File: src/rtl/nonuniform_ring_ca_evaluator_top_assert.svh
// Assertion macros for the non-uniform ring CA evaluator.
`ifndef NONUNIFORM_RING_CA_EVALUATOR_TOP_ASSERT_SVH
`define NONUNIFORM_RING_CA_EVALUATOR_TOP_ASSERT_SVH

// Same-cycle implication, checked outside reset.
`define NRCA_ASSERT_NOW(lbl, ante, cons, msg) \
  lbl: assert property (@(posedge clk_i) disable iff (!rst_ni) (ante) |-> (cons)) \
    else $error(msg);

// Next-cycle implication, checked outside reset.
`define NRCA_ASSERT_NEXT(lbl, ante, cons, msg) \
  lbl: assert property (@(posedge clk_i) disable iff (!rst_ni) (ante) |=> (cons)) \
    else $error(msg);

`endif

File: src/rtl/nrca_pkg.sv
// Shared constants, types and functions of the ring CA evaluator.
package nrca_pkg;

  parameter int CELLS     = 32;
  parameter int RULESETS  = 4;
  parameter int SEL_W     = 2;
  parameter int RULE_W    = RULESETS * 8;
  parameter int RIDX_W    = $clog2(RULE_W) < 3 ? 3 : $clog2(RULE_W);
  parameter int MAP_W     = SEL_W * CELLS;
  parameter int STEP_W    = 8;
  parameter int FIELD_W   = 32;
  parameter int CNT_FW    = 6;
  parameter int CNT_W     = $clog2(CELLS + 1);
  parameter int NGRP      = (CELLS + 7) / 8;
  parameter int DIFF_W    = NGRP * 8;
  parameter int IN_TW     = 2 * FIELD_W;
  parameter int OUT_TW    = ((FIELD_W + CNT_FW + 7) / 8) * 8;
  parameter int CFG_IDX_W = 3;
  parameter int CFG_DW    = 64;

  typedef enum logic [CFG_IDX_W-1:0] {
    CFG_RULES   = 3'd0,
    CFG_MAP     = 3'd1,
    CFG_BGND    = 3'd2,
    CFG_IN_MASK = 3'd3,
    CFG_OUT_MASK = 3'd4,
    CFG_STEPS   = 3'd5
  } cfg_idx_e;

  typedef struct packed {
    logic load;
    logic step;
    logic count;
    logic emit;
  } cmd_t;

  typedef struct packed {
    logic [STEP_W-1:0] step_count;
  } status_t;

  // Next value of one cell from its neighborhood code and ruleset selector.
  function automatic logic rule_bit(input logic [RULE_W-1:0] rules,
                                    input logic [SEL_W-1:0]  sel,
                                    input logic [2:0]        v);
    logic [SEL_W-1:0]  sel_eff;
    logic [RIDX_W-1:0] pos;
    sel_eff = sel;
    if ({1'b0, sel} >= (SEL_W+1)'(RULESETS)) begin
      sel_eff = '0;
    end
    pos = RIDX_W'({sel_eff, ~v});
    return rules[pos];
  endfunction

endpackage

File: src/rtl/nrca_ctrl.sv
// Sequencer: accept, generation count, mismatch count and result hand-off.
module nrca_ctrl (
  input  logic             clk_i,
  input  logic             rst_ni,
  input  logic             in_valid_i,
  output logic             in_ready_o,
  output logic             out_valid_o,
  input  logic             out_ready_i,
  input  nrca_pkg::status_t status_i,
  output nrca_pkg::cmd_t    cmd_o
);

  typedef enum logic [1:0] {
    ST_IDLE,
    ST_RUN,
    ST_COUNT,
    ST_EMIT
  } state_e;

  state_e                      state_q;
  logic [nrca_pkg::STEP_W-1:0] steps_q;
  logic                        in_ready_q;
  logic                        out_valid_q;

  always_comb begin
    cmd_o       = '0;
    cmd_o.load  = (state_q == ST_IDLE) && in_valid_i && in_ready_q;
    cmd_o.step  = (state_q == ST_RUN) && (steps_q != '0);
    cmd_o.count = (state_q == ST_COUNT);
    cmd_o.emit  = (state_q == ST_EMIT) && (!out_valid_q || out_ready_i);
  end

  always_ff @(posedge clk_i or negedge rst_ni) begin
    if (!rst_ni) begin
      state_q     <= ST_IDLE;
      steps_q     <= '0;
      in_ready_q  <= 1'b0;
      out_valid_q <= 1'b0;
    end else begin
      if (cmd_o.emit) begin
        out_valid_q <= 1'b1;
      end else if (out_valid_q && out_ready_i) begin
        out_valid_q <= 1'b0;
      end
      unique case (state_q)
        ST_IDLE: begin
          if (cmd_o.load) begin
            in_ready_q <= 1'b0;
            steps_q    <= status_i.step_count;
            state_q    <= ST_RUN;
          end else begin
            in_ready_q <= 1'b1;
          end
        end
        ST_RUN: begin
          if (cmd_o.step) begin
            steps_q <= steps_q - 1'b1;
          end else begin
            state_q <= ST_COUNT;
          end
        end
        ST_COUNT: begin
          state_q <= ST_EMIT;
        end
        ST_EMIT: begin
          if (cmd_o.emit) begin
            in_ready_q  <= 1'b1;
            state_q     <= ST_IDLE;
          end
        end
        default: begin
          state_q <= ST_IDLE;
        end
      endcase
    end
  end

  assign in_ready_o  = in_ready_q;
  assign out_valid_o = out_valid_q;

endmodule

File: src/rtl/nrca_dp.sv
// Datapath: config registers, cell row, per-cell rule lookup, mismatch count.
module nrca_dp (
  input  logic                              clk_i,
  input  logic                              rst_ni,
  input  logic                              cfg_we_i,
  input  logic [nrca_pkg::CFG_IDX_W-1:0]    cfg_index_i,
  input  logic [nrca_pkg::CFG_DW-1:0]       cfg_wdata_i,
  input  logic [nrca_pkg::FIELD_W-1:0]      operand_cells_i,
  input  logic [nrca_pkg::FIELD_W-1:0]      expected_cells_i,
  input  nrca_pkg::cmd_t                    cmd_i,
  output nrca_pkg::status_t                 status_o,
  output logic [nrca_pkg::FIELD_W-1:0]      final_row_o,
  output logic [nrca_pkg::CNT_FW-1:0]       mismatch_count_o
);

  logic [nrca_pkg::RULE_W-1:0] rules_q;
  logic [nrca_pkg::MAP_W-1:0]  map_q;
  logic [nrca_pkg::CELLS-1:0]  bgnd_q;
  logic [nrca_pkg::CELLS-1:0]  in_mask_q;
  logic [nrca_pkg::CELLS-1:0]  out_mask_q;
  logic [nrca_pkg::STEP_W-1:0] steps_q;

  logic [nrca_pkg::CELLS-1:0]  row_q, row_d;
  logic [nrca_pkg::CELLS-1:0]  exp_q;
  logic [nrca_pkg::CELLS-1:0]  init_row;
  logic [nrca_pkg::CELLS-1:0]  next_row;
  logic [nrca_pkg::DIFF_W-1:0] diff;
  logic [3:0]                  part_d [nrca_pkg::NGRP];
  logic [3:0]                  part_q [nrca_pkg::NGRP];
  logic [nrca_pkg::CNT_W-1:0]  total;
  logic [nrca_pkg::FIELD_W-1:0] out_row_q;
  logic [nrca_pkg::CNT_FW-1:0]  out_cnt_q;

  always_ff @(posedge clk_i or negedge rst_ni) begin
    if (!rst_ni) begin
      rules_q    <= '0;
      map_q      <= '0;
      bgnd_q     <= '0;
      in_mask_q  <= '0;
      out_mask_q <= '0;
      steps_q    <= nrca_pkg::STEP_W'(16);
    end else if (cfg_we_i) begin
      unique case (nrca_pkg::cfg_idx_e'(cfg_index_i))
        nrca_pkg::CFG_RULES:    rules_q    <= cfg_wdata_i[nrca_pkg::RULE_W-1:0];
        nrca_pkg::CFG_MAP:      map_q      <= cfg_wdata_i[nrca_pkg::MAP_W-1:0];
        nrca_pkg::CFG_BGND:     bgnd_q     <= cfg_wdata_i[nrca_pkg::CELLS-1:0];
        nrca_pkg::CFG_IN_MASK:  in_mask_q  <= cfg_wdata_i[nrca_pkg::CELLS-1:0];
        nrca_pkg::CFG_OUT_MASK: out_mask_q <= cfg_wdata_i[nrca_pkg::CELLS-1:0];
        nrca_pkg::CFG_STEPS:    steps_q    <= cfg_wdata_i[nrca_pkg::STEP_W-1:0];
        default: ;
      endcase
    end
  end

  assign status_o.step_count = steps_q;

  assign init_row = (operand_cells_i[nrca_pkg::CELLS-1:0] & in_mask_q)
                  | (bgnd_q & ~in_mask_q);

  // One generation of every cell at once, ring wraps at both ends.
  always_comb begin
    logic       left;
    logic       right;
    for (int i = 0; i < nrca_pkg::CELLS; i++) begin
      left  = (i == 0) ? row_q[nrca_pkg::CELLS-1] : row_q[(i == 0) ? 0 : i - 1];
      right = (i == nrca_pkg::CELLS - 1) ? row_q[0]
                                         : row_q[(i == nrca_pkg::CELLS - 1) ? 0 : i + 1];
      next_row[i] = nrca_pkg::rule_bit(rules_q, map_q[nrca_pkg::SEL_W*i +: nrca_pkg::SEL_W],
                                       {left, row_q[i], right});
    end
  end

  always_comb begin
    row_d = row_q;
    if (cmd_i.load) begin
      row_d = init_row;
    end else if (cmd_i.step) begin
      row_d = next_row;
    end
  end

  // Mismatch count, first stage: one partial count per byte of cells.
  assign diff = nrca_pkg::DIFF_W'((row_q ^ exp_q) & out_mask_q);

  always_comb begin
    for (int g = 0; g < nrca_pkg::NGRP; g++) begin
      part_d[g] = '0;
      for (int b = 0; b < 8; b++) begin
        part_d[g] = part_d[g] + 4'(diff[g*8 + b]);
      end
    end
  end

  always_comb begin
    total = '0;
    for (int g = 0; g < nrca_pkg::NGRP; g++) begin
      total = total + nrca_pkg::CNT_W'(part_q[g]);
    end
  end

  always_ff @(posedge clk_i) begin
    row_q <= row_d;
    if (cmd_i.load) begin
      exp_q <= expected_cells_i[nrca_pkg::CELLS-1:0];
    end
    if (cmd_i.count) begin
      part_q <= part_d;
    end
    if (cmd_i.emit) begin
      out_row_q <= nrca_pkg::FIELD_W'(row_q);
      out_cnt_q <= nrca_pkg::CNT_FW'(total);
    end
  end

  assign final_row_o      = out_row_q;
  assign mismatch_count_o = out_cnt_q;

endmodule

File: src/rtl/nonuniform_ring_ca_evaluator_top.sv
// Top level of the non-uniform ring cellular automaton evaluator.
//
//   channel   dir  handshake                     payload
//   s_axis    in   s_axis_tvalid/s_axis_tready   operand_cells, expected_cells
//   m_axis    out  m_axis_tvalid/m_axis_tready   final_row, mismatch_count
//   cfg       in   cfg_we_i                      cfg_index_i, cfg_wdata_i
//
// From accept to result an item passes the run state, one generation per cycle
// over all cells, then a state that leaves the run, a partial-count state and
// the output register, which waits while an earlier result is untaken. One item
// is in work at a time; the next is accepted the cycle after the result is registered,
// even while that result still waits on m_axis_tready.
// Reset is asynchronous and active low; no clearing pass is needed.
module nonuniform_ring_ca_evaluator_top (
  input  logic                               clk_i,
  input  logic                               rst_ni,
  input  logic                               s_axis_tvalid,
  output logic                               s_axis_tready,
  input  logic [nrca_pkg::IN_TW-1:0]         s_axis_tdata,  // operand_cells, expected_cells
  output logic                               m_axis_tvalid,
  input  logic                               m_axis_tready,
  output logic [nrca_pkg::OUT_TW-1:0]        m_axis_tdata,  // final_row, mismatch_count, pad
  input  logic                               cfg_we_i,
  input  logic [nrca_pkg::CFG_IDX_W-1:0]     cfg_index_i,
  input  logic [nrca_pkg::CFG_DW-1:0]        cfg_wdata_i
);

  nrca_pkg::cmd_t               cmd;
  nrca_pkg::status_t            status;
  logic [nrca_pkg::FIELD_W-1:0] final_row;
  logic [nrca_pkg::CNT_FW-1:0]  mismatch_count;

  nrca_ctrl u_ctrl (
    .clk_i       (clk_i),
    .rst_ni      (rst_ni),
    .in_valid_i  (s_axis_tvalid),
    .in_ready_o  (s_axis_tready),
    .out_valid_o (m_axis_tvalid),
    .out_ready_i (m_axis_tready),
    .status_i    (status),
    .cmd_o       (cmd)
  );

  nrca_dp u_dp (
    .clk_i            (clk_i),
    .rst_ni           (rst_ni),
    .cfg_we_i         (cfg_we_i),
    .cfg_index_i      (cfg_index_i),
    .cfg_wdata_i      (cfg_wdata_i),
    .operand_cells_i  (s_axis_tdata[nrca_pkg::FIELD_W-1:0]),
    .expected_cells_i (s_axis_tdata[nrca_pkg::IN_TW-1:nrca_pkg::FIELD_W]),
    .cmd_i            (cmd),
    .status_o         (status),
    .final_row_o      (final_row),
    .mismatch_count_o (mismatch_count)
  );

  assign m_axis_tdata = nrca_pkg::OUT_TW'({mismatch_count, final_row});

`include "nonuniform_ring_ca_evaluator_top_assert.svh"

  `NRCA_ASSERT_NOW(a_no_accept_while_busy, cmd.step || cmd.count, !s_axis_tready, "accept while busy")
  `NRCA_ASSERT_NOW(a_emit_no_overwrite, cmd.emit, !m_axis_tvalid || m_axis_tready, "result overwritten")
  `NRCA_ASSERT_NEXT(a_one_item_in_work, s_axis_tvalid && s_axis_tready, !s_axis_tready, "second accept")

endmodule

File: config.mk
export PLATFORM = sky130hd
export DESIGN_NAME = nonuniform_ring_ca_evaluator_top
export DESIGN_NICKNAME = d
export VERILOG_FILES = /design/src/rtl/nrca_pkg.sv /design/src/rtl/nrca_ctrl.sv /design/src/rtl/nrca_dp.sv /design/src/rtl/nonuniform_ring_ca_evaluator_top.sv
export VERILOG_INCLUDE_DIRS = /design/src /design/src/rtl
export SDC_FILE = /design/constraint.sdc
export NUM_CORES = 1
export LEC_CHECK = 0
export ABC_AREA = 0
export BUFFER_PORTS_ARGS = -buffer_cell sky130_fd_sc_hd__buf_4
export CAP_MARGIN = 25
export CORE_MARGIN = 2
export CORE_UTILIZATION = 65
export CTS_CLUSTER_SIZE = 30
export DETAILED_ROUTE_END_ITERATION = 16
export HOLD_SLACK_MARGIN = 0.03
export PLACE_DENSITY = 0.85
export SYNTH_ARGS = -nofsm -noshare
export SYNTH_HDL_FRONTEND = slang
export SYNTH_SLANG_ARGS = --single-unit
File: constraint.sdc
create_clock -name clk_i -period 5.75 [get_ports clk_i]
set_input_delay 1.15 -clock clk_i [delete_from_list [all_inputs] [get_ports clk_i]]
set_output_delay 1.15 -clock clk_i [all_outputs]
set_load 0.05 [all_outputs]
# --- Yosys cells after proc, flatten, opt, wreduce, memory -nomap -nowiden ---
# Cells that the tools add are included.
word_totals:
  reg_bits: 330
  latch_bits: 0
  mem_bits_rw: 0
  rom_bits: 0
  in_bits: 136
  output_inout_bits: 42
  word_cells: 233
  memories: 0
classes:
  addsub: 32
  n_mul: 0
  div: 0
  order_cmp: 32
  eq_ne: 12
  n_shift: 0
  mux: 78
  bitwise_logic: 38
  reduce_logical: 23
op_table:
  columns: ["op", "n"]
  rows:
  - ["$lt 5x6->1 const B", 32]
  - ["$bmux 1 s5", 32]
  - ["$add 4x1->4", 24]
  - ["$and 32x32->32", 3]
  - ["$not 3->3", 32]
  - ["$mux 32", 2]
  - ["$mux 1", 36]
  - ["$not 32->32", 1]
  - ["$or 32x32->32", 1]
  - ["$xor 32x32->32", 1]
  - ["$mux 8", 2]
  - ["$pmux 8 s2", 1]
  - ["$reduce_and 2->1", 7]
  - ["$add 6x4->6", 2]
  - ["$add 1x1->2", 4]
  - ["$ne 2x2->1 const B", 4]
  - ["$pmux 2 s4", 1]
  - ["$reduce_bool 2->1", 4]
  - ["$reduce_bool 8->1", 1]
  - ["$sub 8x1->8 const B", 1]
  - ["$eq 3x2->1 const B", 2]
  - ["$eq 3x3->1 const B", 2]
  - ["$mux 2", 3]
  - ["$reduce_and 3->1", 2]
  - ["other kinds (10)", 15]

# --- Longest topological paths before layout ---
# Gate-level depths: netlist (run 1).
logic_depth:
  ltp_word: 9
  ltp_mapped: 14
  ltp_nobuf: 12

# --- Hierarchy ---
# Synthesis (run 1) repeated with hierarchy kept, for this count alone.
unflattened:
  hier_cells: 1642
  area_unflattened_um2: 22829.4
modules_own_cells:
  columns: ["module", "n_inst", "cells_per_inst", "area_each_um2", "seq_area_each_um2"]
  rows:
  - ["nrca_dp", 1, 1550, 21968.6, 8549.4]
  - ["nrca_ctrl", 1, 89, 842.1, 300.3]
  - ["nonuniform_ring_ca_evaluator_top", 1, 3, 18.8, 0.0]

# --- Least setup slack after synthesis (run 1) ---
# OpenSTA, ideal clock, no wires.
synth_path:
  path_kind: "reg-to-reg"
  startpoint: "register u_dp.row_q[8] (netlist name)"
  endpoint: "register u_dp.part_q[10] (netlist name), data pin"
  setup_time_ns: 0.258
  arrival_time_ns: 3.679
  required_ns: 5.492
  setup_slack_ns: 1.813
  stages_incl_launch_ff: 15
  path_buffers: 3
  period_less_slack_ns: 3.937
  path_cell_list: "edfxtp_1 -> clkbuf_1 -> buf_2 -> buf_1 -> xor2_1 -> and2_1 -> ha_1 -> inv_1 -> fa_1 -> inv_1 -> fa_1 -> inv_1 -> fa_1 -> fa_1 -> xnor2_1"
synth_rtl:
  columns: ["item", "line_no", "source"]
  rows:
  - ["start, declared", "nrca_dp.sv:23", "logic [nrca_pkg::CELLS-1:0] row_q, row_d;"]
  - ["start signal, assigned", "nrca_dp.sv:102", "row_q <= row_d;"]
  - ["end signal, assigned", "nrca_dp.sv:107", "part_q <= part_d;"]
  - ["end, declared", "nrca_dp.sv:29", "logic [3:0] part_q [nrca_pkg::NGRP];"]

==> results.cfg, run 1 <==
[run_status]
outcome = finished, final reports clean

[final_layout]
fillers = 2073
regArea_sq_um = 8850
finalInstanceArea_sq_um = 25400
area_growth_pct = 13.4
nets = 1855
multi_input_area_sq_um = 12600
final_layout_size_suffix_gt1_frac = 0.474

[critical_path]
crit_type = reg -> reg
rrSetupSlack_ns = 1.75
reg2regPathDepth = 11
critical_path_peak_fanout = 22
endpoint = u_dp.part_q[9]$_DFFE_PP_
reg2reg_from = u_dp.row_q[9]$_DFFE_PP_
required_ns = 6.06
arrival_ns = 4.30
r2r-end = u_dp.part_q[9]$_DFFE_PP_
crit_start = u_dp.row_q[9]$_DFFE_PP_
critPathLaunchType = flip-flop
crit_path_end_kind = flip-flop

[power_and_ir_drop]
total_leakage_power_nw = 10.0
seq_power_share = 0.280
clkPwrFrac = 0.157
switching_share = 0.399
p_int_mw = 9.06
vdd_drop_max_mv = 0.311
power_frac_comb = 0.563
p_per_area_nw_per_um2 = 593
p_sw_mw = 6.01

[cts]
cts_buffers = 38
cts.sinks = 330
cts_root_buffer = clkbuf_16
ctsResizeCount = 0
clk_latency_ns = 0.55
holdBufCountCts = 0
h-tree-depth = 2
clk_pin_slew_worst_paths_ns = 0.06
cts_tree = yes
clockBufferDepth = 3
post_cts_buffers = 0

[synthesis]
synth_area_sq_um = 22400
synth_seq_area_share = 0.395
synth-compound-area-share = 0.0380
muxShareOfSynthArea = 0.421
synth_edf_count = 118
yosys_warnings = 0
syn_avg_cell_area_sq_um = 14.1
ys.flop_type = dfrtp_1
synthAdderAreaFrac = 0.0342
synth_top_area_share = 0.273
yosysTopAreaCell = mux4_2
synth_top_family_by_area = multiplexers
synth-xor-area-share = 0.0156
syn_inst = 1584
synth-seq-cells = 330
synth_area_leaders = mux4_2 (27%), dfrtp_1 (24%), edfxtp_1 (16%), mux2_2 (11%), mux2i_1 (3.8%)
synth.distinct_cells = 56
synthSimpleGateAreaFrac = 0.0502
async_flop_share = 0.642

[placed_design]
gp_congestion = 0.899
dp_hpwl_um = 40300
place_area_sq_um = 24100
portBuffers = 175

[sta]
hold_violations = 0
tightest_slew_ns = 1.02
maxSlewViolCount = 0
setup_tns_ns = 0
finalCritPeriodShare = 0.695
max_slew_margin = 0.319
finClkSkew_ns = 0.0205
finalSetupViolCount = 0
fin_crit_ns = 4.00
rsz0062_at_grt = false
max_freq_mhz = 250

[routing]
final_antenna_net_count = 0
drt-vias-per-instance = 7.45
highest_layer = met5
drt_iter0_drc = 2213
vias = 16100
post_drt_wl_per_cell_um = 30.0
wl_met3_um = 9420
drt_first_pass_iters = 6
drc_errors = 0
wl_met1_um = 22000
wl_um = 64600
met2WireLength_um = 30400

[global_routing]
grt_pass1_vias = 16600
grt_antenna_before_repair = 1
grt_max_degree = 108
grt_overflow = 0
grt.total_usage = 0.368
grt_pass1_wl_um = 98900

[die]
die_area_sq_um = 36000
ios = 178
core_area_sq_um = 34300
rows = 68
fp.dieW_um = 190
die_y_um = 190
initial_core_util = 0.654

[hold_path]
min_from = u_dp.row_q[21]$_DFFE_PP_
hold_class = reg -> reg

[run]
cap_violations = 0
## cell usage after synthesis, types with 22 or more instances
cell type / instances
xor2_1: 35
and2_1: 22
mux2i_1: 86
nor3_1: 22
a21oi_1: 33
mux4_2: 272
dfrtp_1: 211
clkbuf_1: 133
inv_1: 51
buf_2: 55
nand2_1: 55
mux2_2: 218
ha_1: 26
edfxtp_1: 118
fa_1: 22
## sequential cells by signal (all words and copies together) (netlist names)
name                   count
u_dp.row_q                32
u_ctrl.in_ready_o          1
u_dp.in_mask_q            32
u_dp.bgnd_q               32
u_ctrl.steps_q             8
u_ctrl.state_q             2
u_dp.part_q               16
u_dp.exp_q                32
u_dp.final_row_o          32
u_dp.rules_q              32
u_ctrl.out_valid_o         1
u_dp.out_mask_q           32
u_dp.mismatch_count_o      6
u_dp.status_o              8
u_dp.map_q                64
## worst max-delay path: stages (launching register included)
cell      delay [ns]
edfxtp_1        1.00
xor2_1          0.14
and2_1          0.22
ha_1            0.27
inv_1           0.04
fa_1            0.48
inv_1           0.06
fa_1            0.49
inv_1           0.05
fa_1            0.41
fa_1            0.55
inv_1           0.04
## cell type report
type,count,area share
inverter,51,0.00753
clock inverter,18,0.00581
clock buffer,52,0.0419
sequential,330,0.348
antenna,1,0.0000984
timing repair buffer,247,0.0788
multi-input combinational,1003,0.495
tap,455,0.0224
## metal layers
| layer | vias to the layer above | track usage |
|---|---|---|
| met5 | - | 0.00412 |
| met4 | 2 | 0.172 |
| met3 | 273 | 0.125 |
| met2 | 1452 | 0.562 |
| met1 | 7994 | 0.482 |
| li1 | 6354 | - |
## metrics by stage
| stage | std cells | util | total power [mW] | worst slack (ns) | hold slack (ns) |
|---|---|---|---|---|---|
| after floorplan | 1585 | - | 10.4 | 1.81 | 0.421 |
| after global placement | 2080 | 0.701 | 12.0 | 1.89 | 0.454 |
| after detailed placement | 2083 | 0.704 | 12.5 | 1.81 | 0.451 |
| after CTS | 2153 | 0.739 | 14.9 | 1.76 | 0.471 |
| after global routing | 2156 | 0.741 | 15.8 | 1.53 | 0.515 |
| final | 2157 | 0.741 | 15.1 | 1.75 | 0.479 |
## kinds of logic after synthesis
| family | after synthesis |
|---|---|
| AO/OA/AOI/OAI | 129 |
| adder cells (fa/ha/maj) | 48 |
| other | 1 |
| multiplexers | 576 |
| XOR/XNOR | 40 |
| buffers and inverters | 252 |
| flip-flops | 330 |
| AND/OR/NAND/NOR | 208 |
## layout by cell type, fill, tap and decap left out, drive strengths merged, types with 22 or more instances in the layout
| cell | Yosys | layout |
|---|---|---|
| buf | 68 | 245 |
| mux2 | 218 | 218 |
| xor2 | 35 | 35 |
| mux2i | 86 | 86 |
| clkbuf | 133 | 54 |
| edfxtp | 118 | 118 |
| ha | 26 | 26 |
| nor3 | 22 | 22 |
| inv | 51 | 54 |
| a21oi | 33 | 33 |
| nand2 | 55 | 55 |
| dfrtp | 211 | 211 |
| and2 | 22 | 22 |
| fa | 22 | 22 |
| mux4 | 272 | 272 |
## how the worst min path moves through the flow
stage                                endpoint  cells after the start  slack (ns)
6_report       u_dp.final_row_o[21]$_DFFE_PP_                      0        0.48
3_5_place_dp   u_dp.final_row_o[21]$_DFFE_PP_                      0        0.45
2_1_floorplan  u_dp.final_row_o[11]$_DFFE_PP_                      0        0.42
4_1_cts        u_dp.final_row_o[21]$_DFFE_PP_                      0        0.47
5_1_grt        u_dp.final_row_o[21]$_DFFE_PP_                      0        0.52
3_3_place_gp   u_dp.final_row_o[21]$_DFFE_PP_                      0        0.45
## power groups by stage
stage	logic (mW)	clock network, mW	registers [mW]
final	8.48	2.36	4.23
after global routing	9.03	2.47	4.28
after CTS	8.26	2.38	4.24
after detailed placement	8.19	0	4.27
after global placement	7.72	0	4.31
after floorplan	6.16	0	4.22
(Power assumes the default switching activity.)
==> run 2: changes to the inputs <==
--- a/config.mk
+++ b/config.mk
@@ -10,11 +10,11 @@
 export BUFFER_PORTS_ARGS = -buffer_cell sky130_fd_sc_hd__buf_4
 export CAP_MARGIN = 25
 export CORE_MARGIN = 2
-export CORE_UTILIZATION = 65
+export CORE_UTILIZATION = 56
 export CTS_CLUSTER_SIZE = 30
 export DETAILED_ROUTE_END_ITERATION = 16
 export HOLD_SLACK_MARGIN = 0.03
-export PLACE_DENSITY = 0.85
+export PLACE_DENSITY = 0.78
 export SYNTH_ARGS = -nofsm -noshare
 export SYNTH_HDL_FRONTEND = slang
 export SYNTH_SLANG_ARGS = --single-unit
==> constraint.sdc (replaced) <==
create_clock -name clk_i -period 3.6 [get_ports clk_i]
set_input_delay 0.72 -clock clk_i [delete_from_list [all_inputs] [get_ports clk_i]]
set_output_delay 0.72 -clock clk_i [all_outputs]
set_load 0.05 [all_outputs]
==> results.cfg, run 2 (synthesized netlist as in run 1, its figures left out) <==
[run_status]
outcome = finished, final reports clean

[critical_path]
critical_path_peak_fanout = 2
crit_path_end_kind = flip-flop
critPathLaunchType = flip-flop
critical-path-max-stage-delay_ns = 0.48
worstPathCellList = xor2_1 > and2_1 > ha_1 > inv_1 > fa_1 > inv_1 > fa_1 > inv_1 > fa_2 > fa_1 > xnor2_1
cp_slowest_cell = fa_1
crit_type = reg -> reg
required_ns = 3.89
arrival_ns = 3.62

[routing]
final_antenna_net_count = 0
post_drt_wl_per_cell_um = 29.0
drc_errors = 0
drt-vias-per-instance = 7.03
drt_first_pass_iters = 6
vias = 15900
drt_iter0_drc = 1771
wl_um = 65600

[placed_design]
portBuffers = 175
dp_hpwl_um = 44000
dpl.cell_count = 2189
place_ws_ns = 0.291
gp_congestion = 0.877

[run]
cap_violations = 0

[sta]
maxSlewViolCount = 0
finalCritPeriodShare = 0.923
rsz0062_at_grt = false
finClkSkew_ns = 0.0209
max_slew_margin = 0.197
max_freq_mhz = 301
hold_violations = 0
holdWs_ns = 0.258
fin_crit_ns = 3.32
finalSetupViolCount = 0
setup_slack_ns = 0.276
setup_tns_ns = 0
tightest_slew_ns = 1.20

[global_routing]
grt_pass1_wl_um = 101000
grt_max_degree = 97
grt_overflow = 0
grt.total_usage = 0.324
grt_pass1_vias = 16500
grt_antenna_before_repair = 1

[die]
fp.dieW_um = 204
die_y_um = 204
ios = 178
die_area_sq_um = 41600
initial_core_util = 0.565
core_area_sq_um = 39600
rows = 73

[cts]
cts_tree = yes
post_cts_buffers = 0
cts_root_buffer = clkbuf_16
ctsResizeCount = 0
clk_pin_slew_worst_paths_ns = 0.06
holdBufCountCts = 0
cts_buffers = 37
cts.sinks = 330
clockBufferDepth = 3
clk_latency_ns = 0.56
h-tree-depth = 2

[final_layout]
fin_util = 0.653
nets = 1893
regArea_sq_um = 8850
n_antenna_cell = 0
largest_reg_flops = 64
fillers = 2831
instances_no_fill = 2261
mostFrequentLayoutCells = mux4_2 (272), buf_4 (272), mux2_2 (218)
top_register = u_dp.map_q
area_growth_pct = 15.5
final_layout_size_suffix_gt1_frac = 0.486
multi_input_area_sq_um = 12600

[power_and_ir_drop]
vdd_drop_max_mv = 0.429
p_per_area_nw_per_um2 = 947
total_leakage_power_nw = 10.2

[hold_path]
hold_class = in -> async
[run 2: worst paths after layout]
check                                                       end  slack, ns                             from  cells after the start
max in group asynchronous          u_dp.status_o[4]$_DFFE_PN1P_       2.41                           rst_ni                      2
worst min register to register  u_dp.out_mask_q[14]$_DFFE_PN0P_       0.50  u_dp.out_mask_q[14]$_DFFE_PN0P_                      1
worst min-delay path                u_dp.bgnd_q[12]$_DFFE_PN0P_       0.26                           rst_ni                      1
worst max register to register        u_dp.part_q[10]$_DFFE_PP_       0.28          u_dp.row_q[9]$_DFFE_PP_                     11
worst max-delay path                  u_dp.part_q[10]$_DFFE_PP_       0.28          u_dp.row_q[9]$_DFFE_PP_                     11
min in group clk_i                     u_dp.exp_q[24]$_DFFE_PP_       0.34                 s_axis_tdata[56]                      1
[run 2: report_power, final]
part	switching, mW	internal (mW)
Combinational	6.49	6.98
Sequential	1.63	5.47
Clock	1.57	2.37
[run 2: layout make-up]
| class | instances | share of cell area |
|---|---|---|
| inverter | 51 | 0.00740 |
| clock inverter | 15 | 0.00720 |
| sequential | 330 | 0.342 |
| tap | 525 | 0.0254 |
| timing repair buffer | 286 | 0.0903 |
| multi-input combinational | 1003 | 0.486 |
| clock buffer | 51 | 0.0414 |
[run 2: per-layer routing]
metal  up-vias  wire, um  global-route usage  share of wire
met5         -         9                   0        0.00014
met2      1066     30800               0.506           0.47
met4         2      2480               0.113          0.038
met1      8227     24700               0.444           0.38
met3       191      7510              0.0867           0.11
li1       6417         -                   -              -
[run 2: metrics by stage]
| stage | total power [mW] | instance area [sq um] |
|---|---|---|
| floorplan | 16.6 | 22400 |
| global placement | 19.8 | 24400 |
| detailed placement | 20.3 | 24500 |
| CTS | 24.3 | 25800 |
| global route | 25.8 | 25900 |
| finish | 24.5 | 25900 |
[run 2: critical path: cells and delay by family (launching register included)]
kind / cells / cell delay (ns)
XOR/XNOR: 2 / 0.31
flip-flops: 1 / 0.41
AND/OR/NAND/NOR: 1 / 0.16
buffers and inverters: 3 / 0.16
adder cells (fa/ha/maj): 5 / 2.03
